### config.mk
export PLATFORM = sky130hd
export DESIGN_NAME = wide_to_utf8_encoder_core_flat
export DESIGN_NICKNAME = d
export VERILOG_FILES = /design/src/hdl/w2u8_pkg.sv /design/src/hdl/w2u8_ifs.sv /design/src/hdl/wide_to_utf8_encoder_core.sv /design/src/hdl/w2u8_front.sv /design/src/hdl/w2u8_fifo.sv /design/src/hdl/w2u8_back.sv /design/src/flat_wrapper.sv
export VERILOG_INCLUDE_DIRS = /design/src /design/src/hdl
export SDC_FILE = /design/constraint.sdc
export NUM_CORES = 1
export LEC_CHECK = 0
export ABC_AREA = 1
export BUFFER_PORTS_ARGS = -buffer_cell sky130_fd_sc_hd__buf_4
export CORE_MARGIN = 2
export CORE_UTILIZATION = 65
export CTS_CLUSTER_DIAMETER = 60
export DETAILED_ROUTE_END_ITERATION = 10
export PLACE_DENSITY = 0.9
export SLEW_MARGIN = 5
export SYNTH_ARGS = -nofsm -noshare
export SYNTH_HDL_FRONTEND = slang
export SYNTH_SLANG_ARGS = --single-unit
### constraint.sdc
create_clock -name clk -period 16 [get_ports clk]
set_input_delay 4 -clock clk [delete_from_list [all_inputs] [get_ports clk]]
set_output_delay 4 -clock clk [all_outputs]
set_load 0.05 [all_outputs]
### src/hdl/wide_to_utf8_encoder_core_defines.svh
// Assertion macros for the wide to UTF-8 encoder core.
// Each macro expects clk and rst_n to be visible where it is used.
`ifndef WIDE_TO_UTF8_ENCODER_CORE_DEFINES_SVH
`define WIDE_TO_UTF8_ENCODER_CORE_DEFINES_SVH

`define W2U8_ASSERT_IMPL(label, ante, cons) \
  label: assert property (@(posedge clk) disable iff (!rst_n) (ante) |-> (cons)) \
    else $error("w2u8 assertion failed");

`define W2U8_ASSERT_NEXT(label, ante, cons) \
  label: assert property (@(posedge clk) disable iff (!rst_n) (ante) |=> (cons)) \
    else $error("w2u8 assertion failed");

`endif

### src/hdl/w2u8_pkg.sv
// Types, constants and the code point encoding function of the wide to UTF-8 encoder.
// Depends on nothing; every other file of the block but the assertion macros header uses it.
package w2u8_pkg;

  localparam int CP_W    = 21;
  localparam int BYTE_W  = 8;
  localparam int SEQ_MAX = 4;
  localparam int IDX_W   = $clog2(SEQ_MAX);
  localparam int LEN_W   = $clog2(SEQ_MAX + 1);
  localparam int HELD_W  = 10;

  localparam int QDEPTH  = 2;
  localparam int QPTR_W  = $clog2(QDEPTH);
  localparam int QCNT_W  = $clog2(QDEPTH + 1);

  localparam logic [CP_W-1:0] SURR_HIGH_MIN = CP_W'(24'h00D800);
  localparam logic [CP_W-1:0] SURR_HIGH_MAX = CP_W'(24'h00DBFF);
  localparam logic [CP_W-1:0] SURR_LOW_MIN  = CP_W'(24'h00DC00);
  localparam logic [CP_W-1:0] SURR_LOW_MAX  = CP_W'(24'h00DFFF);
  localparam logic [CP_W-1:0] CP_SUPP_BASE  = CP_W'(24'h010000);
  localparam logic [CP_W-1:0] CP_2BYTE_MIN  = CP_W'(24'h000080);
  localparam logic [CP_W-1:0] CP_3BYTE_MIN  = CP_W'(24'h000800);
  localparam logic [CP_W-1:0] CP_4BYTE_MIN  = CP_W'(24'h010000);

  localparam logic [BYTE_W-1:0] LEAD_2 = 8'hC0;
  localparam logic [BYTE_W-1:0] LEAD_3 = 8'hE0;
  localparam logic [BYTE_W-1:0] LEAD_4 = 8'hF0;
  localparam logic [BYTE_W-1:0] CONT   = 8'h80;

  localparam logic [LEN_W-1:0] LEN_NONE = LEN_W'(0);
  localparam logic [LEN_W-1:0] LEN_ONE  = LEN_W'(1);
  localparam logic [LEN_W-1:0] LEN_TWO  = LEN_W'(2);
  localparam logic [LEN_W-1:0] LEN_THREE = LEN_W'(3);
  localparam logic [LEN_W-1:0] LEN_FOUR = LEN_W'(4);

  typedef struct packed {
    logic [SEQ_MAX-1:0][BYTE_W-1:0] bytes;
    logic [LEN_W-1:0]               len;
  } enc_t;

  // A job is the output of one input word: one sequence, optionally followed by another.
  typedef struct packed {
    enc_t seg0;
    enc_t seg1;
    logic last;
  } job_t;

  function automatic enc_t encode_cp(input logic [CP_W-1:0] cp);
    enc_t e;
    e.bytes = '0;
    if (cp < CP_2BYTE_MIN) begin
      e.len      = LEN_ONE;
      e.bytes[0] = cp[BYTE_W-1:0];
    end else if (cp < CP_3BYTE_MIN) begin
      e.len      = LEN_TWO;
      e.bytes[0] = LEAD_2 | {3'b000, cp[10:6]};
      e.bytes[1] = CONT | {2'b00, cp[5:0]};
    end else if (cp < CP_4BYTE_MIN) begin
      e.len      = LEN_THREE;
      e.bytes[0] = LEAD_3 | {4'b0000, cp[15:12]};
      e.bytes[1] = CONT | {2'b00, cp[11:6]};
      e.bytes[2] = CONT | {2'b00, cp[5:0]};
    end else begin
      e.len      = LEN_FOUR;
      e.bytes[0] = LEAD_4 | {5'b00000, cp[20:18]};
      e.bytes[1] = CONT | {2'b00, cp[17:12]};
      e.bytes[2] = CONT | {2'b00, cp[11:6]};
      e.bytes[3] = CONT | {2'b00, cp[5:0]};
    end
    return e;
  endfunction

endpackage

### src/hdl/w2u8_ifs.sv
// Valid/ready channel interfaces for the input code units and the output UTF-8 bytes.
// Depends on w2u8_pkg for the payload widths.
interface w2u8_in_if;
  logic                       valid;
  logic                       ready;
  logic [w2u8_pkg::CP_W-1:0]  code_unit;
  logic                       string_end;

  modport source (output valid, output code_unit, output string_end, input ready);
  modport sink (input valid, input code_unit, input string_end, output ready);
endinterface

interface w2u8_out_if;
  logic                         valid;
  logic                         ready;
  logic [w2u8_pkg::BYTE_W-1:0]  utf8_byte;
  logic                         run_last;
  logic                         string_done;

  modport source (output valid, output utf8_byte, output run_last, output string_done,
                  input ready);
  modport sink (input valid, input utf8_byte, input run_last, input string_done,
                output ready);
endinterface

### src/hdl/wide_to_utf8_encoder_core.sv
// Top level of the wide code unit to UTF-8 encoder.
// Depends on w2u8_pkg, w2u8_ifs, w2u8_front, w2u8_fifo and w2u8_back.
//
// Each input word carries one UTF-16 unit or code point and a string end mark; each
// output word carries one UTF-8 byte, marked on the last byte of its input word and on
// the final byte of the string. A high surrogate that does not end the string is held and
// produces no output until the next unit arrives; it then pairs with a low surrogate into
// a four byte sequence, or is sent alone as three bytes ahead of the next unit's bytes.
// The output register sends one byte per cycle while out_ch.ready is high. A unit yields
// one to four bytes, up to seven when a held surrogate is flushed, none when it is only
// held. The front end accepts a new unit every cycle while the two-entry job queue has
// room; a unit's bytes pass the job queue, the current job register and the output register.
module wide_to_utf8_encoder_core (
  input  logic        clk,
  input  logic        rst_n,
  w2u8_in_if.sink     in_ch,
  w2u8_out_if.source  out_ch
);
  import w2u8_pkg::*;

  job_t front_job, queue_job;
  logic front_valid, front_ready;
  logic queue_valid, queue_ready;

  w2u8_front u_front (
    .clk       (clk),
    .rst_n     (rst_n),
    .in_ch     (in_ch),
    .job       (front_job),
    .job_valid (front_valid),
    .job_ready (front_ready)
  );

  w2u8_fifo u_fifo (
    .clk        (clk),
    .rst_n      (rst_n),
    .push_data  (front_job),
    .push_valid (front_valid),
    .push_ready (front_ready),
    .pop_data   (queue_job),
    .pop_valid  (queue_valid),
    .pop_ready  (queue_ready)
  );

  w2u8_back u_back (
    .clk       (clk),
    .rst_n     (rst_n),
    .job       (queue_job),
    .job_valid (queue_valid),
    .job_ready (queue_ready),
    .out_ch    (out_ch)
  );

endmodule

### src/hdl/w2u8_front.sv
// Front end: accepts code units, pairs surrogates and encodes each word into a job.
// Depends on w2u8_pkg and w2u8_ifs.
module w2u8_front (
  input  logic            clk,
  input  logic            rst_n,
  w2u8_in_if.sink         in_ch,
  output w2u8_pkg::job_t  job,
  output logic            job_valid,
  input  logic            job_ready
);
  import w2u8_pkg::*;

  logic [HELD_W-1:0] held_bits_r, held_bits_nxt;
  logic              held_valid_r, held_valid_nxt;
  logic              accept;
  logic              is_high, is_low, hold_new;
  logic [CP_W-1:0]   combined_cp, flush_cp;

  assign is_high  = (in_ch.code_unit >= SURR_HIGH_MIN) && (in_ch.code_unit <= SURR_HIGH_MAX);
  assign is_low   = (in_ch.code_unit >= SURR_LOW_MIN) && (in_ch.code_unit <= SURR_LOW_MAX);
  assign hold_new = is_high && !in_ch.string_end;

  assign combined_cp = CP_SUPP_BASE + {1'b0, held_bits_r, in_ch.code_unit[HELD_W-1:0]};
  assign flush_cp    = SURR_HIGH_MIN | {{(CP_W-HELD_W){1'b0}}, held_bits_r};

  assign in_ch.ready = job_ready;
  assign accept      = in_ch.valid && in_ch.ready;
  assign job_valid   = in_ch.valid && (held_valid_r || !hold_new);

  always_comb begin
    job.last     = in_ch.string_end;
    job.seg1     = '0;
    job.seg1.len = LEN_NONE;
    if (held_valid_r) begin
      if (is_low) begin
        job.seg0 = encode_cp(combined_cp);
      end else begin
        job.seg0 = encode_cp(flush_cp);
        if (!hold_new) begin
          job.seg1 = encode_cp(in_ch.code_unit);
        end
      end
    end else begin
      job.seg0 = encode_cp(in_ch.code_unit);
    end
  end

  always_comb begin
    held_valid_nxt = held_valid_r;
    held_bits_nxt  = held_bits_r;
    if (accept) begin
      held_valid_nxt = hold_new;
      if (hold_new) begin
        held_bits_nxt = in_ch.code_unit[HELD_W-1:0];
      end
    end
  end

  always_ff @(posedge clk) begin
    if (!rst_n) begin
      held_valid_r <= 1'b0;
      held_bits_r  <= '0;
    end else begin
      held_valid_r <= held_valid_nxt;
      held_bits_r  <= held_bits_nxt;
    end
  end

endmodule

### src/hdl/w2u8_fifo.sv
// Two-entry job queue between the front end and the byte serialiser.
// Depends on w2u8_pkg.
module w2u8_fifo (
  input  logic            clk,
  input  logic            rst_n,
  input  w2u8_pkg::job_t  push_data,
  input  logic            push_valid,
  output logic            push_ready,
  output w2u8_pkg::job_t  pop_data,
  output logic            pop_valid,
  input  logic            pop_ready
);
  import w2u8_pkg::*;

  job_t              mem_r [QDEPTH];
  logic [QPTR_W-1:0] wr_ptr_r, wr_ptr_nxt;
  logic [QPTR_W-1:0] rd_ptr_r, rd_ptr_nxt;
  logic [QCNT_W-1:0] cnt_r, cnt_nxt;
  logic              do_push, do_pop;

  assign push_ready = (cnt_r != QCNT_W'(QDEPTH));
  assign pop_valid  = (cnt_r != '0);
  assign pop_data   = mem_r[rd_ptr_r];
  assign do_push    = push_valid && push_ready;
  assign do_pop     = pop_valid && pop_ready;

  always_comb begin
    wr_ptr_nxt = do_push ? wr_ptr_r + QPTR_W'(1) : wr_ptr_r;
    rd_ptr_nxt = do_pop ? rd_ptr_r + QPTR_W'(1) : rd_ptr_r;
    cnt_nxt    = cnt_r;
    if (do_push && !do_pop) begin
      cnt_nxt = cnt_r + QCNT_W'(1);
    end else if (do_pop && !do_push) begin
      cnt_nxt = cnt_r - QCNT_W'(1);
    end
  end

  always_ff @(posedge clk) begin
    if (do_push) begin
      mem_r[wr_ptr_r] <= push_data;
    end
  end

  always_ff @(posedge clk) begin
    if (!rst_n) begin
      wr_ptr_r <= '0;
      rd_ptr_r <= '0;
      cnt_r    <= '0;
    end else begin
      wr_ptr_r <= wr_ptr_nxt;
      rd_ptr_r <= rd_ptr_nxt;
      cnt_r    <= cnt_nxt;
    end
  end

endmodule

### src/hdl/w2u8_back.sv
// Back end: walks through the bytes of each job and sends one word per cycle while out_ch.ready is high.
// Depends on w2u8_pkg, w2u8_ifs and the assertion macros header.
`include "wide_to_utf8_encoder_core_defines.svh"

module w2u8_back (
  input  logic            clk,
  input  logic            rst_n,
  input  w2u8_pkg::job_t  job,
  input  logic            job_valid,
  output logic            job_ready,
  w2u8_out_if.source      out_ch
);
  import w2u8_pkg::*;

  job_t              cur_r, cur_nxt;
  logic              cur_valid_r, cur_valid_nxt;
  logic              seg_r, seg_nxt;
  logic [IDX_W-1:0]  idx_r, idx_nxt;
  logic              out_valid_r, out_valid_nxt;
  logic [BYTE_W-1:0] out_byte_r, out_byte_nxt;
  logic              out_run_last_r, out_run_last_nxt;
  logic              out_done_r, out_done_nxt;

  logic [LEN_W-1:0]  seg_len;
  logic [BYTE_W-1:0] cur_byte;
  logic              seg_end, run_end, emit, load;

  assign seg_len  = seg_r ? cur_r.seg1.len : cur_r.seg0.len;
  assign cur_byte = seg_r ? cur_r.seg1.bytes[idx_r] : cur_r.seg0.bytes[idx_r];
  assign seg_end  = ({{(LEN_W-IDX_W){1'b0}}, idx_r} == (seg_len - LEN_ONE));
  assign run_end  = seg_end && (seg_r || (cur_r.seg1.len == LEN_NONE));
  assign emit     = cur_valid_r && (!out_valid_r || out_ch.ready);

  assign job_ready = !cur_valid_r || (emit && run_end);
  assign load      = job_valid && job_ready;

  assign out_ch.valid       = out_valid_r;
  assign out_ch.utf8_byte   = out_byte_r;
  assign out_ch.run_last    = out_run_last_r;
  assign out_ch.string_done = out_done_r;

  always_comb begin
    cur_nxt          = cur_r;
    cur_valid_nxt    = cur_valid_r;
    seg_nxt          = seg_r;
    idx_nxt          = idx_r;
    out_valid_nxt    = out_valid_r;
    out_byte_nxt     = out_byte_r;
    out_run_last_nxt = out_run_last_r;
    out_done_nxt     = out_done_r;

    if (out_valid_r && out_ch.ready) begin
      out_valid_nxt = 1'b0;
    end

    if (emit) begin
      out_valid_nxt    = 1'b1;
      out_byte_nxt     = cur_byte;
      out_run_last_nxt = run_end;
      out_done_nxt     = run_end && cur_r.last;
      if (run_end) begin
        cur_valid_nxt = 1'b0;
      end else if (seg_end) begin
        seg_nxt = 1'b1;
        idx_nxt = '0;
      end else begin
        idx_nxt = idx_r + IDX_W'(1);
      end
    end

    if (load) begin
      cur_nxt       = job;
      cur_valid_nxt = 1'b1;
      seg_nxt       = 1'b0;
      idx_nxt       = '0;
    end
  end

  always_ff @(posedge clk) begin
    cur_r      <= cur_nxt;
    out_byte_r <= out_byte_nxt;
  end

  always_ff @(posedge clk) begin
    if (!rst_n) begin
      cur_valid_r    <= 1'b0;
      seg_r          <= 1'b0;
      idx_r          <= '0;
      out_valid_r    <= 1'b0;
      out_run_last_r <= 1'b0;
      out_done_r     <= 1'b0;
    end else begin
      cur_valid_r    <= cur_valid_nxt;
      seg_r          <= seg_nxt;
      idx_r          <= idx_nxt;
      out_valid_r    <= out_valid_nxt;
      out_run_last_r <= out_run_last_nxt;
      out_done_r     <= out_done_nxt;
    end
  end

  `W2U8_ASSERT_IMPL(a_done_is_run_last, out_valid_r && out_done_r, out_run_last_r)
  `W2U8_ASSERT_IMPL(a_first_seq_present, cur_valid_r, cur_r.seg0.len != LEN_NONE)
  `W2U8_ASSERT_IMPL(a_second_seq_present, cur_valid_r && seg_r, cur_r.seg1.len != LEN_NONE)
  `W2U8_ASSERT_NEXT(a_emit_fills_output, emit, out_valid_r)

endmodule
### src/flat_wrapper.sv
// flat-port wrapper written by rule: the top's interface ports become plain ports
module wide_to_utf8_encoder_core_flat import w2u8_pkg::*;
  (clk, rst_n, in_ch_valid, in_ch_code_unit, in_ch_string_end, in_ch_ready, out_ch_valid, out_ch_utf8_byte, out_ch_run_last, out_ch_string_done, out_ch_ready);
  w2u8_in_if in_ch_i ();
  w2u8_out_if out_ch_i ();
  input  logic clk;
  input  logic rst_n;
  input wire logic [$bits(in_ch_i.valid)-1:0] in_ch_valid;
  input wire logic [$bits(in_ch_i.code_unit)-1:0] in_ch_code_unit;
  input wire logic [$bits(in_ch_i.string_end)-1:0] in_ch_string_end;
  output wire logic [$bits(in_ch_i.ready)-1:0] in_ch_ready;
  output wire logic [$bits(out_ch_i.valid)-1:0] out_ch_valid;
  output wire logic [$bits(out_ch_i.utf8_byte)-1:0] out_ch_utf8_byte;
  output wire logic [$bits(out_ch_i.run_last)-1:0] out_ch_run_last;
  output wire logic [$bits(out_ch_i.string_done)-1:0] out_ch_string_done;
  input wire logic [$bits(out_ch_i.ready)-1:0] out_ch_ready;
  assign in_ch_i.valid = in_ch_valid;
  assign in_ch_i.code_unit = in_ch_code_unit;
  assign in_ch_i.string_end = in_ch_string_end;
  assign in_ch_ready = in_ch_i.ready;
  assign out_ch_valid = out_ch_i.valid;
  assign out_ch_utf8_byte = out_ch_i.utf8_byte;
  assign out_ch_run_last = out_ch_i.run_last;
  assign out_ch_string_done = out_ch_i.string_done;
  assign out_ch_i.ready = out_ch_ready;
  wide_to_utf8_encoder_core u_core (.clk(clk), .rst_n(rst_n), .in_ch(in_ch_i), .out_ch(out_ch_i));
endmodule
==> flow_summary_export.csv <==
group,metric,value,unit
synth,synth_cell_types,39,
synth,syn_inst,878,
sta,setup_viol,0,
final_layout,final_nets,943,
final_layout,syn_to_final_growth,11.0,%
global_routing,antenna_found_initial,0,
cts,clock_sinks,219,
critical_path,path_cells,"buf_4 -> nor2_4 -> nand3_1 -> nor3_1 -> nand4_1 -> nand2_1 -> inv_1 -> ha_1 -> a21oi_1 -> o21ai_0 -> o21ai_0 -> a21oi_1",
synth,synthFlopType,"edfxtp_1",
sta,maxSlewViolCount,0,
synth,synth-simple-area-share,16.2,%
synth,synth_xor_area_share,0.0887,%
sta,period_share,37.7,%
critical_path,critPathArrivalTime,6420,ps
sta,fin_tns_setup,0,ps
sta,finalHoldWorstSlack,474,ps
power_and_ir_drop,power_density,162,nW/um2
global_routing,grt.overflow.total,0,
global_routing,track_usage,29.2,%
synth,synth_edf_count,197,
synth,synth_warnings,0,
power_and_ir_drop,p_leak,0.00410,uW
synth,synth-seq-cells,219,
critical_path,critPathSlowestCell,"nand3_1",
synth,synth_common_cells,"edfxtp_1 (197), nand2_1 (139), nor2_1 (128), inv_1 (63), mux2_2 (63)",
cts,cts_buffers,22,
cts,cts_tree,"done",
sta,fmax,0.166,GHz
place,gp_congestion,1.01,
cts,clk_latency,510,ps
critical_path,endpoint_kind,"flop",
place,dpl.hpwl,15.4,mm
final_layout,drive_above_1_share,19.8,%
floorplan,rows,45,
synth,synth_area_leaders,"edfxtp_1 (60%), mux2_2 (7.2%), nand2_1 (5.3%), nor2_1 (4.9%), dfxtp_1 (4.5%)",
place,portBuffers,37,
route,vias,6965,
synth,synthAdderAreaFrac,0.380,%
synth,synthMostInstantiatedCell,"edfxtp_1",
cts,htreeDepth,1,
synth,synth_compound_area_share,7.08,%
route,drc,0,
floorplan,start_util,65.7,%
floorplan,die-width,127,um
sta,tightest_slew,863,ps
synth,yosysTopAreaCell,"edfxtp_1",
floorplan,coreArea,15000,um2
cts,post_cts_resized,0,
sta,rsz0062_at_grt,"false",
floorplan,die_h,127,um
synth,syn_area_per_cell,11.2,um2
route,avgViaCountPerCell,6.23,
floorplan,die_area,16200,um2
run,max-cap-violations,0,
synth,synth_top_area_share,59.9,%
critical_path,setup.worst_path.class,"input pin to flop",
cts,hold_buffers,0,
route,wl,23.4,mm
global_routing,grt_pass1_vias,6566,
synth,yosysSeqAreaShare,64.4,%
cts,cts_root_buffer,"clkbuf_16",
critical_path,crit_fanout,23,
route,drt_iter0_drc,870,
sta,min_period,6030,ps
synth,async_reset_ff_share,0,%
synth,syn_nets,907,
synth,muxShareOfSynthArea,7.18,%
critical_path,max_stage_delay,570,ps
sta,relSlewSlack,42.5,%
run_status,status,"finished clean",
synth,synth_top_family_by_area,"simple AND/OR/NAND/NOR gates",
sta,hold_viol_final,0,
route,detail-route-antenna-nets,0,
cts,max-clock-path-buffers,3,
final_layout,n_antenna_cell,0,
global_routing,grt_pass1_wl,35.7,mm
critical_path,crit_required,16380,ps
route,drt-wirelength-per-cell,20.9,um
global_routing,grt_max_degree,64,
cts,clkTransAtPathRegs,60,ps
critical_path,start_kind,"input pin",
worst_hold_path,hold_class,"flop to flop",
cts,post_cts_buffers,0,
synth,syn_area,9880,um2
power_and_ir_drop,peakVddDrop,0.0869,mV
floorplan,boundaryPins,38,
route,drtPass1Iterations,8,
sta,fin_skew,16.0,ps
[placed cells by master (no fill, tap or decap), types with 3 or more instances in the layout]
cell       count
o21ai_1       33
buf_4         44
nand2_1      139
and2_1         3
clkbuf_16     22
o211ai_1       6
inv_2         14
clkinv_2       3
nor2_1       127
dfxtp_1       21
clkbuf_1       5
mux2_2        63
clkinv_1       8
o21ai_0       42
nor3_2         5
inv_1         61
ha_1           3
a21oi_1       28
nand2_2       12
nor2_4         7
nand3_1       35
a31oi_1        8
o22ai_1        8
nand4_1       10
nand3_2        4
edfxtp_1     197
[layout make-up]
class                           instances  area, um2
Inverter                               77        289
Timing Repair Buffer                   44        330
Fill cell                             962       4070
Tap cell                              188        235
Multi-Input combinational cell        550       3060
Clock buffer                           27        569
Clock inverter                         13        121
Sequential cell                       219       6360
[state kept, by name, summed over array words and instances, names as in the netlist]
signal	flops
u_core.u_fifo.wr_ptr_r	1
u_core.u_front.held_valid_r	1
u_core.u_back.cur_valid_r	1
u_core.u_front.held_bits_r	10
u_core.u_fifo.rd_ptr_r	1
u_core.u_fifo.mem_r	126
u_core.u_back.out_ch.run_last	1
u_core.u_back.seg_r	1
u_core.u_back.out_ch.string_done	1
u_core.u_back.out_ch.utf8_byte	8
u_core.u_fifo.cnt_r	2
u_core.u_back.out_ch.valid	1
u_core.u_back.cur_r	63
u_core.u_back.idx_r	2
[logic make-up after synthesis]
group | after synthesis
xor gates and xnor gates | 1
DFF | 219
muxes | 63
buffers and inverters | 109
AOI/OAI and AO/OA | 130
adders and majority gates | 3
and+or+nand+nor | 353
[routing by layer]
metal,vias up,GRT usage (%),share of wire (%)
li1,3139,-,-
met2,450,47.0,48
met4,0,11.2,3.5
met5,-,0,0
met3,64,5.03,10
met1,3312,40.5,39
[worst paths after layout]
path / from / endpoint / slack [ps] / depth (start not counted)
setup reg to reg: u_core.u_back.seg_r$_SDFFE_PP0P_ / u_core.u_back.cur_r[49]$_DFFE_PP_ / 12830 / 14
setup / recovery: in_ch_code_unit[18] / u_core.u_fifo.cnt_r[1]$_SDFFE_PN0P_ / 9970 / 12
hold reg to reg: u_core.u_back.out_ch.string_done$_SDFFE_PN0P_ / u_core.u_back.out_ch.string_done$_SDFFE_PN0P_ / 470 / 2
hold / removal: u_core.u_back.out_ch.string_done$_SDFFE_PN0P_ / u_core.u_back.out_ch.string_done$_SDFFE_PN0P_ / 470 / 2
[metrics by stage]
stage	util (%)	instances	worst slack, ps	total power, uW	area (um2)
2_1_floorplan	-	878	8220	1150	9880
3_3_place_gp	68.3	1078	9590	1250	10300
3_5_place_dp	68.3	1078	9500	1280	10300
4_1_cts	72.9	1118	10010	1770	11000
5_1_grt	72.9	1118	9700	1840	11000
6_report	72.9	1118	9970	1770	11000
[where the power goes]
part	switching, uW	internal [uW]
logic	278	141
registers	56.8	806
clock network	204	286
[worst max-delay path, delay by kind of cell]
family	cells	cell delay [ps]
fa+ha+maj	1	300
buf+inv	2	190
simple gates	5	1480
compound gates	4	450
Note: power is estimated with default switching activity, not from simulation.
